File: src/design/cdt_pkg.sv
// shared types, widths, codes and helper functions of the countdown timer
package cdt_pkg;

    localparam int TICK_W     = 10;
    localparam int MIN_W      = 7;
    localparam int SEC_W      = 6;
    localparam int PCT_W      = 7;
    localparam int TOT_W      = 13;
    localparam int NUM_W      = 20;
    localparam int CFG_IDX_W  = 2;
    localparam int CFG_DATA_W = 7;

    typedef logic [TICK_W-1:0] tick_t;

    localparam logic [CFG_IDX_W-1:0] REG_TOTAL_MINUTES = 2'd0;
    localparam logic [CFG_IDX_W-1:0] REG_TOTAL_SECONDS = 2'd1;

    localparam logic [SEC_W:0]   SEC_WRAP   = 7'd60;
    localparam logic [SEC_W-1:0] SEC_LAST   = 6'd59;
    localparam logic [PCT_W-1:0] PCT_FULL   = 7'd100;
    localparam logic [TOT_W-1:0] SEC_PER_MIN = 13'd60;
    localparam logic [NUM_W-1:0] PCT_SCALE  = 20'd100;

    typedef enum logic [4:0] {
        ST_IDLE  = 5'b00001,
        ST_PREP  = 5'b00010,
        ST_START = 5'b00100,
        ST_DIV   = 5'b01000,
        ST_DONE  = 5'b10000
    } state_t;

    typedef struct packed {
        logic busy;
        logic done;
    } div_stat_t;

    // tens digit by reciprocal multiply, exact for every 7-bit input (0 to 127)
    function automatic logic [3:0] tens_of(input logic [6:0] v);
        logic [14:0] p;
        p = 15'(v) * 15'd205;
        return p[14:11];
    endfunction

    function automatic logic [3:0] ones_of(input logic [6:0] v, input logic [3:0] tens);
        logic [6:0] t10;
        t10 = 7'(tens) * 7'd10;
        return 4'(v - t10);
    endfunction

endpackage

File: src/design/cdt_div.sv
// restoring divider, one quotient bit per cycle
module cdt_div (
    input  logic                      aclk,
    input  logic                      aresetn,
    input  logic                      start,
    input  logic [cdt_pkg::NUM_W-1:0] num,
    input  logic [cdt_pkg::TOT_W-1:0] den,
    output cdt_pkg::div_stat_t        stat,
    output logic [cdt_pkg::NUM_W-1:0] quo
);

    localparam int CNT_W = $clog2(cdt_pkg::NUM_W + 1);

    logic [cdt_pkg::TOT_W-1:0] rem_reg, rem_next;
    logic [cdt_pkg::NUM_W-1:0] acc_reg, acc_next;
    logic [cdt_pkg::TOT_W-1:0] den_reg, den_next;
    logic [CNT_W-1:0]          cnt_reg, cnt_next;
    logic                      busy_reg, busy_next;
    logic                      done_reg, done_next;

    logic [cdt_pkg::TOT_W:0] trial;
    logic [cdt_pkg::TOT_W:0] diff;
    logic                    ge;

    assign trial = {rem_reg, acc_reg[cdt_pkg::NUM_W-1]};
    assign diff  = trial - {1'b0, den_reg};
    assign ge    = (trial >= {1'b0, den_reg});

    always_comb begin
        rem_next  = rem_reg;
        acc_next  = acc_reg;
        den_next  = den_reg;
        cnt_next  = cnt_reg;
        busy_next = busy_reg;
        done_next = 1'b0;
        if (start) begin
            rem_next  = '0;
            acc_next  = num;
            den_next  = den;
            cnt_next  = CNT_W'(cdt_pkg::NUM_W);
            busy_next = 1'b1;
        end else if (busy_reg) begin
            rem_next = ge ? diff[cdt_pkg::TOT_W-1:0] : trial[cdt_pkg::TOT_W-1:0];
            acc_next = {acc_reg[cdt_pkg::NUM_W-2:0], ge};
            cnt_next = cnt_reg - 1'b1;
            if (cnt_reg == CNT_W'(1)) begin
                busy_next = 1'b0;
                done_next = 1'b1;
            end
        end
    end

    always_ff @(posedge aclk) begin
        if (!aresetn) begin
            cnt_reg  <= '0;
            busy_reg <= 1'b0;
            done_reg <= 1'b0;
        end else begin
            cnt_reg  <= cnt_next;
            busy_reg <= busy_next;
            done_reg <= done_next;
        end
    end

    always_ff @(posedge aclk) begin
        rem_reg <= rem_next;
        acc_reg <= acc_next;
        den_reg <= den_next;
    end

    assign stat.busy = busy_reg;
    assign stat.done = done_reg;
    assign quo       = acc_reg;

endmodule

File: src/design/countdown_timer_with_progress.sv
// top level: tick-driven minutes:seconds countdown with percent left and colon
//
// each transfer on the s_ channel is one tick; s_run lets it advance the
// prescaler. every tick gives exactly one result on the m_ channel.
// total minutes and seconds are written through the cfg_ channel (index 0
// minutes, index 1 seconds); the user must write them only while no tick is
// in flight, which the block itself does not enforce; cfg_ready is always high.
// an ordinary tick goes to the done state and its result is loaded into the
// output register once that is free, after which the next tick is taken.
// the half-second tick that recomputes the remaining time forms the remaining
// and configured totals in seconds, loads the bit-serial divider (20 quotient
// bits at one per cycle) and takes the quotient; a zero total skips the divider.
// one tick is worked on at a time; the next tick is taken as soon as the
// block is back to idle, even while the previous result still sits in the
// output register. a stalled receiver holds the result and, once the next
// tick is done, holds that tick in the block until the output register frees.
// reset (aresetn low, synchronous) clears the counters and configured totals,
// sets up 00:00 with 100 percent and the colon on, and empties the output register.
module countdown_timer_with_progress #(
    parameter int TICKS_PER_SEC = 30
) (
    input  logic                           aclk,
    input  logic                           aresetn,
    input  logic                           s_valid,
    output logic                           s_ready,
    input  logic                           s_run,
    output logic                           m_valid,
    input  logic                           m_ready,
    output logic                           m_updated,
    output logic [3:0]                     m_min_tens,
    output logic [3:0]                     m_min_ones,
    output logic [2:0]                     m_sec_tens,
    output logic [3:0]                     m_sec_ones,
    output logic [cdt_pkg::PCT_W-1:0]      m_percent_left,
    output logic                           m_colon_on,
    input  logic                           cfg_valid,
    output logic                           cfg_ready,
    input  logic [cdt_pkg::CFG_IDX_W-1:0]  cfg_index,
    input  logic [cdt_pkg::CFG_DATA_W-1:0] cfg_data
);

    localparam cdt_pkg::tick_t HALF_TICK = cdt_pkg::tick_t'(TICKS_PER_SEC / 2);
    localparam cdt_pkg::tick_t FULL_TICK = cdt_pkg::tick_t'(TICKS_PER_SEC);

    cdt_pkg::state_t state_reg, state_next;

    logic [cdt_pkg::MIN_W-1:0] tm_reg, tm_next;
    logic [cdt_pkg::SEC_W-1:0] ts_reg, ts_next;

    cdt_pkg::tick_t            tick_reg, tick_next;
    logic [cdt_pkg::SEC_W-1:0] sec_reg, sec_next;
    logic [cdt_pkg::MIN_W-1:0] min_reg, min_next;
    logic                      fmd_reg, fmd_next;
    logic [cdt_pkg::MIN_W-1:0] shown_min_reg, shown_min_next;
    logic [cdt_pkg::SEC_W-1:0] shown_sec_reg, shown_sec_next;
    logic [cdt_pkg::PCT_W-1:0] pct_reg, pct_next;
    logic                      colon_reg, colon_next;
    logic                      upd_reg, upd_next;

    logic [cdt_pkg::TOT_W-1:0] tot_reg, tot_next;
    logic [cdt_pkg::TOT_W-1:0] den_reg, den_next;

    logic                      m_valid_reg, m_valid_next;
    logic                      m_updated_reg;
    logic [3:0]                m_min_tens_reg, m_min_ones_reg, m_sec_ones_reg;
    logic [2:0]                m_sec_tens_reg;
    logic [cdt_pkg::PCT_W-1:0] m_pct_reg;
    logic                      m_colon_reg;
    logic                      out_load;

    logic                      div_start;
    cdt_pkg::div_stat_t        div_stat;
    logic [cdt_pkg::NUM_W-1:0] div_quo;

    logic                      s_xfer;
    cdt_pkg::tick_t            tick_inc;
    logic [cdt_pkg::SEC_W:0]   sec_inc, ts_inc;
    logic                      wrap;
    logic [cdt_pkg::SEC_W-1:0] sec_new;
    logic [cdt_pkg::MIN_W-1:0] min_new;
    logic                      fmd_new;
    logic [3:0]                min_tens, sec_tens4;

    assign s_ready   = (state_reg == cdt_pkg::ST_IDLE);
    assign s_xfer    = s_valid && s_ready;
    assign cfg_ready = 1'b1;

    // configuration writes
    always_comb begin
        tm_next = tm_reg;
        ts_next = ts_reg;
        if (cfg_valid && cfg_ready) begin
            if (cfg_index == cdt_pkg::REG_TOTAL_MINUTES) begin
                tm_next = cfg_data[cdt_pkg::MIN_W-1:0];
            end else if (cfg_index == cdt_pkg::REG_TOTAL_SECONDS) begin
                ts_next = cfg_data[cdt_pkg::SEC_W-1:0];
            end
        end
    end

    // half-second step of the second and minute counters
    assign tick_inc = tick_reg + 1'b1;
    assign sec_inc  = {1'b0, sec_reg} + 1'b1;
    assign ts_inc   = {1'b0, ts_reg} + 1'b1;
    assign wrap     = (sec_inc == cdt_pkg::SEC_WRAP) || ((sec_inc == ts_inc) && !fmd_reg);

    always_comb begin
        sec_new = sec_inc[cdt_pkg::SEC_W-1:0];
        min_new = min_reg;
        fmd_new = fmd_reg;
        if (wrap) begin
            if (sec_inc == ts_inc) begin
                fmd_new = 1'b1;
            end
            sec_new = '0;
            if (min_reg == tm_reg) begin
                min_new = '0;
                fmd_new = 1'b0;
            end else begin
                min_new = min_reg + 1'b1;
            end
        end
    end

    assign min_tens  = cdt_pkg::tens_of(shown_min_reg);
    assign sec_tens4 = cdt_pkg::tens_of({1'b0, shown_sec_reg});
    assign out_load  = (state_reg == cdt_pkg::ST_DONE) && (!m_valid_reg || m_ready);

    always_comb begin
        state_next     = state_reg;
        tick_next      = tick_reg;
        sec_next       = sec_reg;
        min_next       = min_reg;
        fmd_next       = fmd_reg;
        shown_min_next = shown_min_reg;
        shown_sec_next = shown_sec_reg;
        pct_next       = pct_reg;
        colon_next     = colon_reg;
        upd_next       = upd_reg;
        tot_next       = tot_reg;
        den_next       = den_reg;
        div_start      = 1'b0;
        m_valid_next   = m_valid_reg && !m_ready;
        case (state_reg)
            cdt_pkg::ST_IDLE: begin
                if (s_xfer) begin
                    upd_next   = 1'b0;
                    state_next = cdt_pkg::ST_DONE;
                    if (s_run) begin
                        tick_next = tick_inc;
                        if (tick_inc == HALF_TICK) begin
                            upd_next   = 1'b1;
                            sec_next   = sec_new;
                            min_next   = min_new;
                            fmd_next   = fmd_new;
                            colon_next = 1'b0;
                            shown_min_next = (tm_reg >= min_new) ? tm_reg - min_new : '0;
                            if (fmd_new) begin
                                shown_sec_next = cdt_pkg::SEC_LAST - sec_new;
                            end else begin
                                shown_sec_next = (ts_reg >= sec_new) ? ts_reg - sec_new : '0;
                            end
                            state_next = cdt_pkg::ST_PREP;
                        end else if (tick_inc == FULL_TICK) begin
                            tick_next  = '0;
                            colon_next = 1'b1;
                        end
                    end
                end
            end
            cdt_pkg::ST_PREP: begin
                tot_next = cdt_pkg::TOT_W'(shown_min_reg) * cdt_pkg::SEC_PER_MIN
                         + cdt_pkg::TOT_W'(shown_sec_reg);
                den_next = cdt_pkg::TOT_W'(tm_reg) * cdt_pkg::SEC_PER_MIN
                         + cdt_pkg::TOT_W'(ts_reg);
                state_next = cdt_pkg::ST_START;
            end
            cdt_pkg::ST_START: begin
                if (den_reg == '0) begin
                    pct_next   = '0;
                    state_next = cdt_pkg::ST_DONE;
                end else begin
                    div_start  = 1'b1;
                    state_next = cdt_pkg::ST_DIV;
                end
            end
            cdt_pkg::ST_DIV: begin
                if (div_stat.done) begin
                    pct_next = (div_quo > cdt_pkg::NUM_W'(cdt_pkg::PCT_FULL))
                             ? cdt_pkg::PCT_FULL : div_quo[cdt_pkg::PCT_W-1:0];
                    state_next = cdt_pkg::ST_DONE;
                end
            end
            cdt_pkg::ST_DONE: begin
                if (out_load) begin
                    m_valid_next = 1'b1;
                    state_next   = cdt_pkg::ST_IDLE;
                end
            end
            default: begin
                state_next = cdt_pkg::ST_IDLE;
            end
        endcase
    end

    cdt_div u_div (
        .aclk    (aclk),
        .aresetn (aresetn),
        .start   (div_start),
        .num     (cdt_pkg::NUM_W'(tot_reg) * cdt_pkg::PCT_SCALE),
        .den     (den_reg),
        .stat    (div_stat),
        .quo     (div_quo)
    );

    always_ff @(posedge aclk) begin
        if (!aresetn) begin
            state_reg     <= cdt_pkg::ST_IDLE;
            tm_reg        <= '0;
            ts_reg        <= '0;
            tick_reg      <= '0;
            sec_reg       <= '0;
            min_reg       <= '0;
            fmd_reg       <= 1'b0;
            shown_min_reg <= '0;
            shown_sec_reg <= '0;
            pct_reg       <= cdt_pkg::PCT_FULL;
            colon_reg     <= 1'b1;
            upd_reg       <= 1'b0;
            m_valid_reg   <= 1'b0;
        end else begin
            state_reg     <= state_next;
            tm_reg        <= tm_next;
            ts_reg        <= ts_next;
            tick_reg      <= tick_next;
            sec_reg       <= sec_next;
            min_reg       <= min_next;
            fmd_reg       <= fmd_next;
            shown_min_reg <= shown_min_next;
            shown_sec_reg <= shown_sec_next;
            pct_reg       <= pct_next;
            colon_reg     <= colon_next;
            upd_reg       <= upd_next;
            m_valid_reg   <= m_valid_next;
        end
    end

    always_ff @(posedge aclk) begin
        tot_reg <= tot_next;
        den_reg <= den_next;
        if (out_load) begin
            m_updated_reg  <= upd_reg;
            m_min_tens_reg <= min_tens;
            m_min_ones_reg <= cdt_pkg::ones_of(shown_min_reg, min_tens);
            m_sec_tens_reg <= sec_tens4[2:0];
            m_sec_ones_reg <= cdt_pkg::ones_of({1'b0, shown_sec_reg}, sec_tens4);
            m_pct_reg      <= pct_reg;
            m_colon_reg    <= colon_reg;
        end
    end

    assign m_valid        = m_valid_reg;
    assign m_updated      = m_updated_reg;
    assign m_min_tens     = m_min_tens_reg;
    assign m_min_ones     = m_min_ones_reg;
    assign m_sec_tens     = m_sec_tens_reg;
    assign m_sec_ones     = m_sec_ones_reg;
    assign m_percent_left = m_pct_reg;
    assign m_colon_on     = m_colon_reg;

`ifndef SYNTH
    // divider completion only arrives while waiting for it
    assert property (@(posedge aclk) disable iff (!aresetn)
        div_stat.done |-> (state_reg == cdt_pkg::ST_DIV))
        else $error("divider done outside divide state");

    // divider is only started when it is free
    assert property (@(posedge aclk) disable iff (!aresetn)
        div_start |-> !div_stat.busy)
        else $error("divider started while busy");

    // prescaler never rests at or beyond a full second
    assert property (@(posedge aclk) disable iff (!aresetn)
        tick_reg < FULL_TICK)
        else $error("prescaler out of range");

    // percentage never rises above full
    assert property (@(posedge aclk) disable iff (!aresetn)
        pct_reg <= cdt_pkg::PCT_FULL)
        else $error("percentage above full");

    // a recomputing tick always reports the colon hidden
    assert property (@(posedge aclk) disable iff (!aresetn)
        (m_valid && m_updated) |-> !m_colon_on)
        else $error("colon shown on update result");
`endif

endmodule
File: config.mk
export PLATFORM = sky130hd
export DESIGN_NAME = countdown_timer_with_progress
export DESIGN_NICKNAME = d
export VERILOG_FILES = /design/src/design/cdt_pkg.sv /design/src/design/cdt_div.sv /design/src/design/countdown_timer_with_progress.sv
export SDC_FILE = /design/constraint.sdc
export NUM_CORES = 1
export LEC_CHECK = 0
export BUFFER_PORTS_ARGS = -buffer_cell sky130_fd_sc_hd__buf_2
export CAP_MARGIN = 20
export CORE_AREA = 2 2 150 167
export CTS_CLUSTER_SIZE = 16
export DETAILED_ROUTE_END_ITERATION = 10
export DIE_AREA = 0 0 152 169
export GPL_TIMING_DRIVEN = 1
export PLACE_DENSITY = 0.69
export SYNTH_ARGS = -nofsm -noshare
export SYNTH_HDL_FRONTEND = slang
export SYNTH_SLANG_ARGS = --single-unit
File: constraint.sdc
create_clock -name aclk -period 6.22 [get_ports aclk]
set_clock_uncertainty 0.1 [all_clocks]
set_input_delay 0.311 -clock aclk [delete_from_list [all_inputs] [get_ports aclk]]
set_output_delay 0.311 -clock aclk [all_outputs]
set_load 0.01 [all_outputs]
Yosys cells after proc, flatten, opt, wreduce, memory -nomap -nowiden. Cells that the tools add are included.

Register bits after elaboration: 168. Input port bits: 15. Output and inout port bits: 27.

$add $sub $neg: 13. Multipliers: 7. Order comparisons: 4. Eq/ne operators: 16. Multiplexer cells: 39. Bitwise logic cells: 3. Reductions and logical operators: 24.

Operators by type and width (count): $mux W7 (6); $mux W20 (2); $mux W5 (8); $add A13 B6 Y13 (2); $pmux W5 S5 (1); $mul A7 B4 Y11 const B (2); $gt A20 B7 Y1 const B (1); $mux W10 (2); $mul A13 B5 Y18 const B (1); $mux W6 (3); $mul A7 B8 Y15 const B (1); $mux W1 (15); $add A6 B1 Y7 const B (2); $eq A7 B7 Y1 (2); $ge A14 B13 Y1 (1); $mul A6 B8 Y14 const B (1); $pmux W7 S2 (1); $logic_not A13 Y1 (1); $mux W13 (1); $sub A13 B13 Y13 (1); $reduce_and A3 Y1 (4); $add A10 B1 Y10 const B (1); $eq A10 B4 Y1 const B (1); $eq A10 B5 Y1 const B (1); 29 further kinds (45).

Longest topological paths before layout.
Word-level depth: 8. Mapped depth: 21. Mapped depth without buffers: 21.

Modules after synthesis. Synthesis repeated with hierarchy kept, for this count alone.

Cells, all modules: 1329. Area total of the unflattened synthesis: 12866.1 um2.

Modules (own cells, without submodules): countdown_timer_with_progress (instances 1, cells each 1064, area each 9992.1 um2, seq. area each 2802.7 um2); cdt_div (instances 1, cells each 265, area each 2874.0 um2, seq. area each 1391.3 um2).

Least setup slack after synthesis. No wires, ideal clock.

Path type: reg-to-reg. Start: register shown_min_reg[4] in the netlist's numbering. End: register m_min_ones_reg[3], in the netlist m_min_ones[3], data pin. Arrival time: 4.443 ns. Slack: 1.418 ns. Cell stages (with the launch flop): 20. Period minus slack after synthesis: 4.802 ns. Path through: dfxtp_1 > ha_1 > ha_1 > fa_1 > inv_1 > fa_1 > inv_1 > ha_1 > a31o_2 > a21o_1 > a21o_1 > a21o_1 > a21o_1 > and2_1 > nor3_1 > nor2_1 > fa_1 > xor2_1 > xnor2_1 > xnor2_1.

Cells in the longest elaborated chain, start to end: 3.

RTL lines: start, declared (line countdown_timer_with_progress.sv:54) `logic [cdt_pkg::MIN_W-1:0] shown_min_reg, shown_min_next;`; start signal, assigned (line countdown_timer_with_progress.sv:239) `shown_min_reg <= shown_min_next;`; $mul A7 B8 Y15 (line cdt_pkg.sv:40) `p = 15'(v) * 15'd205;`; via min_tens[1] (line countdown_timer_with_progress.sv:82) `logic [3:0] min_tens, sec_tens4;`; $mul A4 B3 Y3 (line cdt_pkg.sv:46) `t10 = 7'(tens) * 7'd10;`; $sub A4 B4 Y4 (line cdt_pkg.sv:47) `return 4'(v - t10);`; end signal, assigned (line countdown_timer_with_progress.sv:254) `m_min_ones_reg <= cdt_pkg::ones_of(shown_min_reg, min_tens);`; end, declared (line countdown_timer_with_progress.sv:65) `logic [3:0] m_min_tens_reg, m_min_ones_reg, m_sec_ones_reg;`.

The timed path passes the listed nets, and every way through them passes these cells. A chain may end at the register's enable or synchronous reset.

Worst setup path in the final report. Same ends and word-level chain as after synthesis.

==> out/results.md <==
| Metric | This run |
|---|---|
| Wire length of the first global-routing pass | 40.9 mm |
| Type of the worst setup path | flop to flop |
| Nets in the synthesized netlist | 1535 |
| Number of antenna cells inserted | 0 |
| Final Instance Area | 13600 µm² |
| Fill cell instance count of the final layout | 2087 |
| DRC violation count after routing | 0 |
| Largest cells by area after synthesis | sky130_fd_sc_hd__edfxtp_1 19%, sky130_fd_sc_hd__ha_1 17%, sky130_fd_sc_hd__dfxtp_1 14%, sky130_fd_sc_hd__fa_1 8.2%, sky130_fd_sc_hd__inv_1 5.0% |
| Maximum net fanout on the critical path | 8 |
| Library cell occupying the most area in the post-synthesis netlist | sky130_fd_sc_hd__edfxtp_1 |
| Max-cap viol count | 0 |
| Placed wire-length estimate after detailed placement | 18.2 mm |
| Global-route usage over all layers | 19.2% |
| Root buffer cell | sky130_fd_sc_hd__clkbuf_16 |
| Post-route fraction of the period consumed by the critical path | 81.7% |
| Setup_tns | 0 ns |
| Die boundary height | 169 µm |
| Post-synthesis sequential area ratio | 33.4% |
| Pwr per Cell Area | 176 nW/µm² |
| CTS Buf Count | 17 |
| Synthesis warning total | 0 |
| Count of final setup violators | 0 |
| Worst max-slew margin expressed relative to the limit | 33.6% |
| Number of endpoints with negative hold slack in the final report | 0 |
| Largest family of logic cells by synthesized area | adder cells |
| Critical Path AT | 5.17 ns |
| Final Max Tran Viols | 0 |
| Synth cell count leaders | 171 x sky130_fd_sc_hd__ha_1, 168 x sky130_fd_sc_hd__inv_1, 116 x sky130_fd_sc_hd__nor2_1, 87 x sky130_fd_sc_hd__dfxtp_1, 81 x sky130_fd_sc_hd__edfxtp_1 |
| Number of flip-flops in the largest register | 20 |
| Post-Syn Area per Cell | 9.64 µm² |
| Hold-fix buffers at CTS | 0 |
| Library cells used by synthesis | 71 |
| Final critical path time including I/O delays and setup | 5.08 ns |
| Kind of capture point of the worst setup path | flop |
| Multiplexer fraction of the synthesized cell area | 1.36% |
| Area share of the largest cell type after synthesis | 19.4% |
| Mapped Cells | 1298 |
| Share of async-settable or async-resettable flops after synthesis | 0% |
| Compound-gate portion of the synthesized area | 12.9% |
| Maximum level of the CTS H-tree | 4 |
| Number of sinks handled by clock tree synthesis | 168 |
| Wire length per cell after detailed routing | 14.2 µm |
| Register bit count reported by yosys | 168 |
| Cell Count Post-Placement | 1623 |
| Clk Latency, worst-skew pair | 0.43 ns |
| Number of global-route vias before repair | 8829 |
| Final Net Count | 1570 |
| List of cells traversed by the critical path | ha_1 > ha_1 > fa_1 > inv_1 > fa_1 > inv_1 > ha_1 > a31o_2 > a21o_1 > a21o_1 > a21o_1 > a21o_1 > and2_1 > nor3_1 > nor2_1 > fa_1 > xor2_1 > xnor2_1 > xnor2_1 |
| Die extent in x | 152 µm |
| Area enclosed by the die boundary | 25700 µm² |
| Worst vdd ir | 137 µV |
| Multi-input gate area in the final layout | 7580 µm² |
| Number of antenna violations at the first check in global routing | 0 |
| Number of iterations in the first detailed-routing pass | 5 |
| Ratio of cells with drive above 1 in the final layout | 8.02% |
| Xor/xnor share of the synthesized area | 7.59% |
| Effective utilization at floorplan | 51.9% |
| IO buf count | 40 |
| RSZ-0062 raised after global routing | no |
| Fmax | 197 MHz |
| Required time at the endpoint of the critical path | 6.30 ns |
| Pin count of the biggest net entering global routing | 57 |
| Remaining antenna violation count | 0 |
| Post-route core utilization | 56.5% |
| Most used flip-flop cell after synthesis | sky130_fd_sc_hd__dfxtp_1 |
| Storage element area | 4170 µm² |
| Reported leakage power | 6.50 nW |
| Worst-Margin Slew | 0.996 ns |
| Placer's final routability congestion estimate | 0.864 |
| # rows | 60 |
| Synth Cell Area | 12500 µm² |
| Number of gates given a new drive strength after cts | 0 |
| Area delta synth->final | 8.87% |
| Number of enable flip-flop cells after synthesis | 81 |
| Count of vias placed by the detailed router | 8851 |
| Instance area after placement | 13000 µm² |
| Adder-cell share of the synthesized area | 25.5% |
| Number of primary I/O pins | 42 |
| Placeable core area | 24100 µm² |
| Post-layout power | 2.40 mW |
| Kind of start point of the critical path | flop |
| Post-route non-filler standard cell count | 1656 |
| Critical Path Slowest Stage Cell | sky130_fd_sc_hd__dfxtp_1 |
| Clock-pin slew on the worst setup and hold paths | 0.07 ns |
| Simple logic cell fraction of the synthesized area | 13.1% |
| Most common cell in the netlist | sky130_fd_sc_hd__ha_1 |
| Kind of path behind the tightest hold check | input pin to flop |
| Average vias per placed instance | 5.34 |
| Number of buffers added for setup after CTS | 0 |
| Outcome | complete, no violations |
| Iteration-0 DRC Markers | 299 |
| Clk buf depth | 2 |
| Most Frequent Cell on Critical Path | sky130_fd_sc_hd__a21o_1 |
| Maximum single-stage delay on the critical path | 0.54 ns |
| Grt ovf | 0 |
| Routed Wire Length | 23.5 mm |
| Clock tree from TritonCTS | built |
==> critical path: cells and delay by family (launching register included) <==
| kind | cells | cell delay (ns) |
|---|---|---|
| XOR/XNOR | 3 | 0.45 |
| flip-flops | 1 | 0.54 |
| AND/OR/NAND/NOR | 3 | 0.39 |
| buffers and inverters | 2 | 0.10 |
| adder cells (fa/ha/maj) | 6 | 2.31 |
| AO/OA/AOI/OAI | 5 | 0.94 |
==> power breakdown <==
part	internal (mW)	total, mW	switching (mW)
clock	0.564	1.05	0.484
sequential	1.16	1.17	0.0112
combinational	0.0762	0.184	0.108
total	1.80	2.40	0.604
==> layer usage <==
metal	track usage (%)	vias to the layer above	share of wire, %
li1	-	4542	-
met1	22.9	4133	44
met2	34.7	134	50
met3	3.43	42	3.3
met4	7.27	0	2.6
met5	0	-	0
==> through the flow <==
stage / hold WS, ns / worst slack, ns
floorplan: 0.308 / 1.42
global placement: 0.314 / 1.23
detailed placement: 0.316 / 1.13
CTS: 0.00288 / 1.11
global route: 0.00832 / 0.839
finish: 0.0158 / 1.14
==> layout by cell type, fill, tap and decap left out, types with 5 or more instances in the layout <==
cell | netlist | final
sky130_fd_sc_hd__ha_1 | 171 | 171
sky130_fd_sc_hd__inv_1 | 168 | 168
sky130_fd_sc_hd__nor2_1 | 116 | 116
sky130_fd_sc_hd__dfxtp_1 | 87 | 87
sky130_fd_sc_hd__edfxtp_1 | 81 | 81
sky130_fd_sc_hd__a21oi_1 | 69 | 69
sky130_fd_sc_hd__nand2_1 | 67 | 67
sky130_fd_sc_hd__xnor2_1 | 59 | 59
sky130_fd_sc_hd__o21ai_0 | 58 | 58
sky130_fd_sc_hd__fa_1 | 51 | 51
sky130_fd_sc_hd__xor2_1 | 42 | 42
sky130_fd_sc_hd__buf_2 | 3 | 40
sky130_fd_sc_hd__nand3_1 | 36 | 36
sky130_fd_sc_hd__a21o_1 | 27 | 27
sky130_fd_sc_hd__nor3_1 | 24 | 23
sky130_fd_sc_hd__clkbuf_16 | 0 | 18
sky130_fd_sc_hd__mux2i_1 | 17 | 17
sky130_fd_sc_hd__nor2b_1 | 16 | 15
sky130_fd_sc_hd__and3_1 | 14 | 14
sky130_fd_sc_hd__o21bai_1 | 14 | 14
sky130_fd_sc_hd__a211oi_1 | 11 | 11
sky130_fd_sc_hd__o21a_1 | 10 | 10
sky130_fd_sc_hd__nand2b_1 | 10 | 10
sky130_fd_sc_hd__nor4_1 | 9 | 9
sky130_fd_sc_hd__nand4_1 | 8 | 8
sky130_fd_sc_hd__nor3b_1 | 7 | 7
sky130_fd_sc_hd__buf_4 | 1 | 7
sky130_fd_sc_hd__nand3b_1 | 6 | 6
sky130_fd_sc_hd__and2_1 | 6 | 6
sky130_fd_sc_hd__a22oi_1 | 6 | 6
sky130_fd_sc_hd__a32o_1 | 6 | 6
sky130_fd_sc_hd__a31o_2 | 5 | 5
sky130_fd_sc_hd__a21boi_0 | 5 | 5
sky130_fd_sc_hd__inv_6 | 0 | 5
==> cell families after synthesis <==
group,Yosys count
flip-flops,168
AND/OR/NAND/NOR,337
other,1
adder cells (fa/ha/maj),225
XOR/XNOR,105
buffers and inverters,200
multiplexers,17
AO/OA/AOI/OAI,245
==> cell type report <==
class                           count  area share (%)
Clock buffer                       19            3.41
Multi-Input combinational cell    930            55.6
Clock inverter                     13           0.919
Tap cell                          310            2.85
Inverter                          168            4.63
Sequential cell                   168            30.7
Timing Repair Buffer               48            1.91
==> final timing paths <==
check / from / endpoint / slack, ns / depth (start not counted)
worst max-delay path: shown_min_reg[4] / m_min_ones[3] / 1.14 / 19
worst min-delay path: cfg_data[6] / tm_reg[6] / 0.02 / 3
worst max register to register: shown_min_reg[4] / m_min_ones[3] / 1.14 / 19
worst min register to register: upd_reg / m_updated / 0.33 / 0
Power figures use the tool's default switching activity.
